==> src/rtl/ipv6v_pkg.sv <==
// shared types, constants and character classes for the ipv6 text validator
`default_nettype none

package ipv6v_pkg;

	// parser phase, one-hot
	typedef enum logic [5:0] {
		PH_NONE         = 6'b000001,
		PH_LEAD_COLON   = 6'b000010,
		PH_AFTER_DOUBLE = 6'b000100,
		PH_IN_HEX       = 6'b001000,
		PH_IN_DEC       = 6'b010000,
		PH_AFTER_COLON  = 6'b100000
	} phase_t;

	localparam logic [7:0] CH_COLON = 8'h3A;
	localparam logic [7:0] CH_DOT   = 8'h2E;

	localparam logic [3:0] GROUP_SAT     = 4'd15;
	localparam logic [2:0] GROUP_DIGITS  = 3'd4;
	localparam logic [2:0] TAIL_OCTETS   = 3'd3;
	localparam logic [8:0] OCTET_MAX     = 9'd255;
	localparam logic [8:0] OCTET_SAT     = 9'd256;
	localparam logic [4:0] GROUPS_FULL   = 5'd8;
	localparam logic [4:0] GROUPS_DOUBLE = 5'd7;
	localparam logic [4:0] TAIL_GROUPS   = 5'd2;

	// parser state carried between words
	typedef struct packed {
		phase_t     phase;
		logic [3:0] group_count;
		logic [2:0] digit_count;
		logic       double_colon;
		logic       error;
		logic       in_tail;
		logic [2:0] tail_octets;
		logic [8:0] octet_value;
		logic       octet_digit;
	} parse_state_t;

	localparam parse_state_t STATE_RESET = '{
		phase:        PH_NONE,
		group_count:  4'd0,
		digit_count:  3'd0,
		double_colon: 1'b0,
		error:        1'b0,
		in_tail:      1'b0,
		tail_octets:  3'd0,
		octet_value:  9'd0,
		octet_digit:  1'b0
	};

	function automatic logic is_dec(input logic [7:0] c);
		return (c >= 8'h30) && (c <= 8'h39);
	endfunction

	function automatic logic is_hex(input logic [7:0] c);
		return is_dec(c) || ((c >= 8'h61) && (c <= 8'h66)) || ((c >= 8'h41) && (c <= 8'h46));
	endfunction

endpackage

`default_nettype wire

==> src/rtl/ipv6_text_address_validator.sv <==
// top level: input register, parser state and result register
//
//   channel | handshake            | payload
//   --------+----------------------+---------------------
//   input   | in_valid / in_ready  | character, last_char
//   output  | out_valid / out_ready| valid_res
//
// One character per cycle. A word is held in the input register, parsed
// there, and the last character of a text loads the result register.
// Input stalls only while a finished text waits behind an unread result.
// Reset clears the parser to the start of a text and drops both registers.
`default_nettype none

module ipv6_text_address_validator
	import ipv6v_pkg::*;
(
	input  logic       clk,
	input  logic       arst_n,
	input  logic       in_valid,
	output logic       in_ready,
	input  logic [7:0] character,
	input  logic       last_char,
	output logic       out_valid,
	input  logic       out_ready,
	output logic       valid_res
);

	logic         valid_s1;
	logic [7:0]   char_s1;
	logic         last_s1;
	parse_state_t state_q;
	parse_state_t state_nxt;
	logic         verdict;
	logic         out_valid_q;
	logic         valid_res_q;
	logic         advance;

	// the stage moves on unless a finished text meets a full result register
	assign advance  = valid_s1 && (!last_s1 || !out_valid_q || out_ready);
	assign in_ready = !valid_s1 || advance;

	ipv6v_step u_step (
		.cur       (state_q),
		.character (char_s1),
		.last_char (last_s1),
		.nxt       (state_nxt),
		.verdict   (verdict)
	);

	// input register
	always_ff @(posedge clk or negedge arst_n) begin
		if (!arst_n) begin
			valid_s1 <= 1'b0;
		end else if (in_ready) begin
			valid_s1 <= in_valid;
		end
	end

	always_ff @(posedge clk) begin
		if (in_ready && in_valid) begin
			char_s1 <= character;
			last_s1 <= last_char;
		end
	end

	// parser state
	always_ff @(posedge clk or negedge arst_n) begin
		if (!arst_n) begin
			state_q <= STATE_RESET;
		end else if (advance) begin
			state_q <= state_nxt;
		end
	end

	// result register
	always_ff @(posedge clk or negedge arst_n) begin
		if (!arst_n) begin
			out_valid_q <= 1'b0;
		end else if (advance && last_s1) begin
			out_valid_q <= 1'b1;
		end else if (out_ready) begin
			out_valid_q <= 1'b0;
		end
	end

	always_ff @(posedge clk) begin
		if (advance && last_s1) begin
			valid_res_q <= verdict;
		end
	end

	assign out_valid = out_valid_q;
	assign valid_res = valid_res_q;

endmodule

`default_nettype wire

==> src/rtl/ipv6v_step.sv <==
// next-state and verdict logic for one text character
`default_nettype none

module ipv6v_step
	import ipv6v_pkg::*;
(
	input  parse_state_t cur,
	input  logic [7:0]   character,
	input  logic         last_char,
	output parse_state_t nxt,
	output logic         verdict
);

	// decimal accumulate with saturation at 256
	function automatic logic [8:0] acc(input logic [8:0] v, input logic [7:0] c);
		logic [11:0] t;
		t = 12'(v) * 12'd10 + 12'(c[3:0]);
		return (t > 12'(OCTET_SAT)) ? OCTET_SAT : t[8:0];
	endfunction

	parse_state_t s;
	logic         c_dec;
	logic         c_hex;
	logic         c_colon;
	logic         c_dot;
	logic [4:0]   groups;
	logic         ok;

	assign c_dec   = is_dec(character);
	assign c_hex   = is_hex(character);
	assign c_colon = (character == CH_COLON);
	assign c_dot   = (character == CH_DOT);

	// parse one character
	always_comb begin
		s = cur;
		if (!cur.error) begin
			if (cur.in_tail) begin
				if (c_dec) begin
					s.octet_value = acc(cur.octet_value, character);
					s.octet_digit = 1'b1;
				end else if (c_dot) begin
					if (!cur.octet_digit || cur.octet_value > OCTET_MAX ||
					    cur.tail_octets >= TAIL_OCTETS) begin
						s.error = 1'b1;
					end else begin
						s.tail_octets = cur.tail_octets + 3'd1;
						s.octet_value = 9'd0;
						s.octet_digit = 1'b0;
					end
				end else begin
					s.error = 1'b1;
				end
			end else begin
				case (cur.phase)
					PH_NONE, PH_AFTER_DOUBLE, PH_AFTER_COLON: begin
						if (c_colon && cur.phase == PH_NONE) begin
							s.phase = PH_LEAD_COLON;
						end else if (c_colon && cur.phase == PH_AFTER_COLON) begin
							if (cur.double_colon) begin
								s.error = 1'b1;
							end else begin
								s.double_colon = 1'b1;
								s.phase        = PH_AFTER_DOUBLE;
							end
						end else if (c_hex) begin
							// open a new group
							s.digit_count = 3'd1;
							s.octet_value = 9'd0;
							s.octet_digit = 1'b0;
							if (c_dec) begin
								s.phase       = PH_IN_DEC;
								s.octet_value = acc(9'd0, character);
								s.octet_digit = 1'b1;
							end else begin
								s.phase = PH_IN_HEX;
							end
						end else begin
							s.error = 1'b1;
						end
					end
					PH_LEAD_COLON: begin
						if (c_colon) begin
							s.double_colon = 1'b1;
							s.phase        = PH_AFTER_DOUBLE;
						end else begin
							s.error = 1'b1;
						end
					end
					PH_IN_HEX, PH_IN_DEC: begin
						if (c_colon) begin
							// close the group
							if (cur.group_count < GROUP_SAT) begin
								s.group_count = cur.group_count + 4'd1;
							end
							s.digit_count = 3'd0;
							s.phase       = PH_AFTER_COLON;
						end else if (c_dot && cur.phase == PH_IN_DEC) begin
							s.in_tail = 1'b1;
							if (cur.octet_value > OCTET_MAX) begin
								s.error = 1'b1;
							end else begin
								s.tail_octets = 3'd1;
								s.octet_value = 9'd0;
								s.octet_digit = 1'b0;
							end
						end else if (c_hex) begin
							if (cur.digit_count >= GROUP_DIGITS) begin
								s.error = 1'b1;
							end else begin
								s.digit_count = cur.digit_count + 3'd1;
							end
							if (cur.phase == PH_IN_DEC) begin
								if (c_dec) begin
									s.octet_value = acc(cur.octet_value, character);
									s.octet_digit = 1'b1;
								end else begin
									s.phase = PH_IN_HEX;
								end
							end
						end else begin
							s.error = 1'b1;
						end
					end
					default: begin
						s.error = 1'b1;
					end
				endcase
			end
		end
	end

	// verdict on the state after this character
	always_comb begin
		groups = 5'(s.group_count);
		ok     = 1'b0;
		if (s.in_tail) begin
			ok     = s.octet_digit && (s.octet_value <= OCTET_MAX) &&
			         (s.tail_octets == TAIL_OCTETS);
			groups = 5'(s.group_count) + TAIL_GROUPS;
		end else if (s.phase == PH_IN_HEX || s.phase == PH_IN_DEC) begin
			ok     = 1'b1;
			groups = 5'(s.group_count) + 5'd1;
		end
		if (s.error) begin
			verdict = 1'b0;
		end else if (s.double_colon) begin
			verdict = ok && (groups <= GROUPS_DOUBLE);
		end else begin
			verdict = ok && (groups == GROUPS_FULL);
		end
	end

	// a finished text leaves a clean parser
	assign nxt = last_char ? STATE_RESET : s;

endmodule

`default_nettype wire

==> config.mk <==
export PLATFORM = sky130hd
export DESIGN_NAME = ipv6_text_address_validator
export DESIGN_NICKNAME = d
export VERILOG_FILES = /design/src/rtl/ipv6v_pkg.sv /design/src/rtl/ipv6_text_address_validator.sv /design/src/rtl/ipv6v_step.sv
export SDC_FILE = /design/constraint.sdc
export NUM_CORES = 1
export LEC_CHECK = 0
export ABC_AREA = 1
export CORE_MARGIN = 3
export CORE_UTILIZATION = 50
export DETAILED_ROUTE_END_ITERATION = 10
export DONT_BUFFER_PORTS = 1
export PLACE_DENSITY = 0.66
export SLEW_MARGIN = 0
export SYNTH_ARGS = -nofsm -noshare
export SYNTH_HDL_FRONTEND = slang
export SYNTH_SLANG_ARGS = --single-unit
==> constraint.sdc <==
create_clock -name clk -period 4 [get_ports clk]
set_input_delay 0.2 -clock clk [delete_from_list [all_inputs] [get_ports clk]]
set_output_delay 0.2 -clock clk [all_outputs]
set_load 0.005 [all_outputs]
== Word level (Yosys, flattened, before mapping) ==
Index checks and enable logic that the tools add are counted.
W data, S select, Z words.
Storage, ports and cells
  logic and storage cells: 155
  input port bits: 13
  register bits: 41
  output and inout port bits: 3
Cells by class
  reduce and logical (&&, ||, !) cells: 30
  multiply operators: 1
  multiplexer cells: 70
  equal/unequal tests: 20
  $lt $le $gt $ge: 14
  add/sub/neg operators: 6
Operators by type and width (number)
  $mux W10: 9
  $mux W6: 10
  $mux W29: 2
  $mux W13: 4
  $mux W3: 7
  $mux W1: 20
  $mux W4: 5
  $mux W5: 4
  $pmux W10 S2: 1
  $mux W9: 2
  $pmux W6 S3: 1
  $eq A8 B6 Y1 const B: 2
  $ge A8 B7 Y1 const B: 2
  $le A8 B7 Y1 const B: 2
  $mux W15: 1
  $mux W14: 1
  $logic_and A1 B1 Y1: 13
  $add A12 B4 Y12: 1
  $eq A6 B4 Y1 const B: 2
  $eq A6 B5 Y1 const B: 2
  $gt A12 B9 Y1 const B: 1
  $mul A9 B3 Y11 const B: 1
  $reduce_and A10 Y1: 1
  $gt A4 B9 Y1 const B: 1
  32 further kinds: 46

== Depth between registers and ports, before layout ==
  word-level depth: 19
  mapped depth: 26
  mapped depth without buffers: 26

== Hierarchy ==
A second synthesis with hierarchy kept.
Second synthesis, totals
  cell total of the unflattened synthesis: 663
  area total of the unflattened synthesis: 4326.6 µm²
By module, submodules not included
  ipv6v_step: cells each 515, times used 1, area each 2776.4 µm²
  ipv6_text_address_validator: cells each 148, times used 1, area each 1550.2 µm²

== Worst setup path before layout ==
Ideal clock, no wire load.
  path kind: register -> register
  from: reg state_q[2] (netlist bit)
  to: reg valid_res_q (netlist: valid_res), data pin
  slack: 0.952 ns
  cell stages (with the launch flop): 21
  arrival: 2.914 ns
  library setup time: 0.135 ns
  required time: 3.865 ns
  cell sequence: dfrtp_1 ha_1 ha_1 fa_1 nand2_1 nor2_1 nand2_1 nand2_1 nand2_1 nor2_1 nand3_1 nand2_1 nand2_1 or2_1 o21ai_1 nand2_1 nand2_1 nand3_1 nand2_1 inv_1 nor2_2
Between the ends
  longest elaborated chain between the ends: 18
Ends and longest elaborated chain
  from (decl): line ipv6_text_address_validator.sv:31  | parse_state_t state_q;
  from (signal assigned): line ipv6_text_address_validator.sv:71  | state_q <= state_nxt;
  $mul A9 B3 Y11: line ipv6v_step.sv:17  | t = 12'(v) * 12'd10 + 12'(c[3:0]);
  $add A12 B4 Y12: line ipv6v_step.sv:17
  $gt A12 B9 Y1: line ipv6v_step.sv:18  | return (t > 12'(OCTET_SAT)) ? OCTET_SAT : t[8:0];
  $mux W9: line ipv6v_step.sv:18
  $mux W10: line ipv6v_step.sv:114  | if (c_dec) begin
  $mux W10: line ipv6v_step.sv:113  | if (cur.phase == PH_IN_DEC) begin
  $mux W10: line ipv6v_step.sv:107  | end else if (c_hex) begin
  $mux W10: line ipv6v_step.sv:98  | end else if (c_dot && cur.phase == PH_IN_DEC) begin
  $mux W15: line ipv6v_step.sv:91  | if (c_colon) begin
  $pmux W10 S2: line ipv6v_step.sv:55  | case (cur.phase)
  $mux W13: line ipv6v_step.sv:38  | if (cur.in_tail) begin
  $mux W29 *: line ipv6v_step.sv:37  | if (!cur.error) begin
  $le A9 B8 Y1: line ipv6v_step.sv:138  | ok = s.octet_digit && (s.octet_value <= OCTET_MAX) &&
  $logic_and A1 B1 Y1 (2 in a row): line ipv6v_step.sv:138
  $mux W1: line ipv6v_step.sv:137  | if (s.in_tail) begin
  $logic_and A1 B1 Y1, on equally long branches: line ipv6v_step.sv:150, ipv6v_step.sv:148
  $mux W1: line ipv6v_step.sv:147  | end else if (s.double_colon) begin
  to (signal assigned): line ipv6_text_address_validator.sv:88  | valid_res_q <= verdict;
  to (decl): line ipv6_text_address_validator.sv:35  | logic valid_res_q;
Every way passes the cells marked *; elsewhere a longest branch is shown, timed or not. The select of a mux whose other input is x is not followed.
A chain may end at the register's enable or synchronous reset.

== Final worst setup path ==
Ends and elaborated chain as after synthesis.

==> run_results.csv <==
group,metric,value,unit
pwr,p_leak,0.00237,uW
cts,clock_path_buffers,2,
timing,drv_slew,0,
worst_setup_path,reg2reg_slack,0.59,ns
cts,insertion_delay,0.30,ns
route,drcViolationCount,0,
die,dieArea,9670,um2
yosys,ys_warn_count,0,
timing,skew,0.00378,ns
die,core_region_area,8260,um2
worst_setup_path,cp.required,4.07,ns
worst_setup_path,worstSetupEndpoint,"valid_res",
run,drv_cap,0,
yosys,yosysSeqAreaShare,25.3,%
timing,fin_crit_sh,85.2,%
die,io_pins,16,
timing,final_hold_viol_count,0,
pwr,peakVddDrop,0.000294,V
global_routing,grt_overflow,0,
yosys,syn_inst,646,
yosys,syn-cell-area,4260,um2
worst_setup_path,path_max_fanout,8,
yosys,synth-edff-count,10,
route,postRouteAntennaNets,0,
finish,num-nets-final,698,
route,vias_per_cell,5.56,
global_routing,grt_pass1_wl,19600,um
yosys,synthFlopType,"dfrtp_1",
worst_setup_path,rr_startpoint,"state_q[2]",
min_path,hp-class,"input port to flop",
die,start_util,51.6,%
status,status,"finished clean",
yosys,async_flop_share,75.6,%
yosys,ys_seq_elements,41,
global_routing,grt_max_degree,32,
route,finalWirelength,11500,um
timing,worst_slew_pin_slew,0.650,ns
timing,slew_headroom,56.6,%
finish,n_fill_cell,813,
timing,fmax,293,MHz
cts,cts_tree,"built",
finish,layout_commonest_cell,"nand2_1",
finish,area_growth_syn_to_layout,8.13,%
timing,setup_viol,0,
finish,drive_gt1_share,12.4,%
worst_setup_path,r2r-end,"valid_res",
cts,cts_made_buffers,5,
route,dr.pass1.iters,5,
yosys,synth_fp_nets,684,
route,avgRoutedWirePerCell,15.1,um
global_routing,grt_pass1_vias,4060,
die,die_h,98.4,um
yosys,post_synth_num_cell_types,50,
placement,gp_congestion,0.872,
cts,clk_root_buffer_cell,"clkbuf_8",
worst_setup_path,startpoint,"state_q[2]",
die,rows,33,
route,vias,4257,
global_routing,antenna_found_initial,0,
global_routing,grt_usage,24.5,%
worst_setup_path,arrival,3.48,ns
finish,design_area,4610,um2
worst_setup_path,endpoint_kind,"flop",
yosys,synth.avg_cell_area,6.60,um2
cts,cts_max_level,2,
worst_setup_path,crit_type,"flop to flop",
finish,mostFrequentLayoutCells,"198 x nand2_1, 77 x inv_1, 50 x a21oi_1, 41 x nor2_1, 40 x nand3_1",
worst_setup_path,ff2ff_path_depth,19,
timing,rsz0062_at_grt,"no",
pwr,p_per_area,499,nW/um2
finish,num_antenna_cells,0,
placement,dp_hpwl,8730,um
route,first_iter_violations,270,
timing,tns,0,ns
worst_setup_path,cp-start-kind,"flop",
cts,clock-sinks,41,
timing,fin_crit,3.41,ns
placement,port_buffers,0,
cts,clkTransAtPathRegs,0.09,ns
placement,placed_area,4390,um2
die,die_w,98.4,um
-- critical path, stage by stage, from the launching register on --
cell and delay [ns]:
dfrtp_1 0.49, ha_1 0.34, ha_1 0.23, fa_1 0.46
xnor2_1 0.18, nor2_1 0.16, nand3_1 0.12, nor2_2 0.17
nand2_1 0.07, nand3_1 0.13, nand2_1 0.06, nand2_1 0.08
or2_1 0.14, nand2_1 0.06, a21oi_1 0.14, nand2_1 0.10
nand3_1 0.08, nand2_1 0.05, inv_1 0.08, nor2_2 0.04
-- synthesized netlist by cell type, types with 8 or more instances --
library cell  instances  area (um2)
nand2_1             198         743
inv_1                77         289
a21oi_1              50         250
nor2_1               41         154
nand3_1              40         200
o21ai_0              31         155
dfrtp_1              30         751
ha_1                 23         288
inv_2                17        63.8
nand4_1              15        93.8
nor2_2               12        75.1
edfxtp_1             10         300
nand2_2              10        62.6
nor2_4                8        90.1
-- kinds of logic (layout without fill, tap and decap cells) --
kind of cell | Yosys count | in the layout | synth area share [%]
adders and majority gates | 25 | 25 | 7.69
DFF | 41 | 41 | 25.3
buffers and inverters | 107 | 122 | 9.62
AOI/OAI and AO/OA | 114 | 114 | 14.8
and+or+nand+nor | 351 | 351 | 40.8
xor gates and xnor gates | 8 | 8 | 1.82
-- flip-flops by register name, summed over array words and instances, names as in the netlist --
name and cells:
char_s1 8, last_s1 1, state_q 29, out_valid 1, valid_s1 1, valid_res 1
-- per-layer routing --
metal | up-vias | global-route usage [%] | routed length (um)
met4 | 0 | 5.78 | 193
met3 | 18 | 4.29 | 793
li1 | 2154 | - | -
met5 | - | 0 | 0
met2 | 165 | 39.3 | 5270
met1 | 1920 | 34.6 | 5280
-- metrics by stage --
stage / setup WS (ns) / hold slack [ns] / utilization, % / instances / total power, uW
after floorplan: 0.952 / -0.0956 / - / 646 / 1660
after CTS: 0.634 / 0.0334 / 55.8 / 766 / 2280
final: 0.592 / 0.0533 / 55.8 / 766 / 2300
after global placement: 0.677 / -0.0942 / 53.2 / 746 / 1950
after detailed placement: 0.669 / -0.0943 / 53.2 / 746 / 1980
after global routing: 0.285 / 0.0837 / 55.8 / 766 / 2510
-- where the power goes --
part           switching, uW  total, uW  internal [uW]
logic                    919       1380            465
registers                136        630            494
clock network            162        286            124
-- worst min path at each step --
stage	slack (ns)	end	startpoint	cells past startpoint
2_1_floorplan	-0.1	out_valid	arst_n	0
3_3_place_gp	-0.09	state_q[5]	arst_n	0
3_5_place_dp	-0.09	state_q[6]	arst_n	0
4_1_cts	0.03	valid_s1	in_valid	2
5_1_grt	0.08	valid_s1	in_valid	2
6_report	0.05	valid_s1	in_valid	2
-- layout make-up --
cell class                 count  area, um2  share of cell area [%]
timing repair buffer          16        160                    3.47
clock inverter                 3       21.3                   0.461
clock buffer                   5       68.8                    1.49
tap                          105        131                    2.85
multi-input combinational    498       2780                    60.2
sequential                    41       1080                    23.4
inverter                      98        375                    8.14
-- timing repair --
item,4_1_cts,5_1_grt
resized for setup,0,0
setup buffers,0,0
hold endpoints to repair,41,0
hold buffers,12,0
No activity file was read; power rests on OpenSTA's default activity.
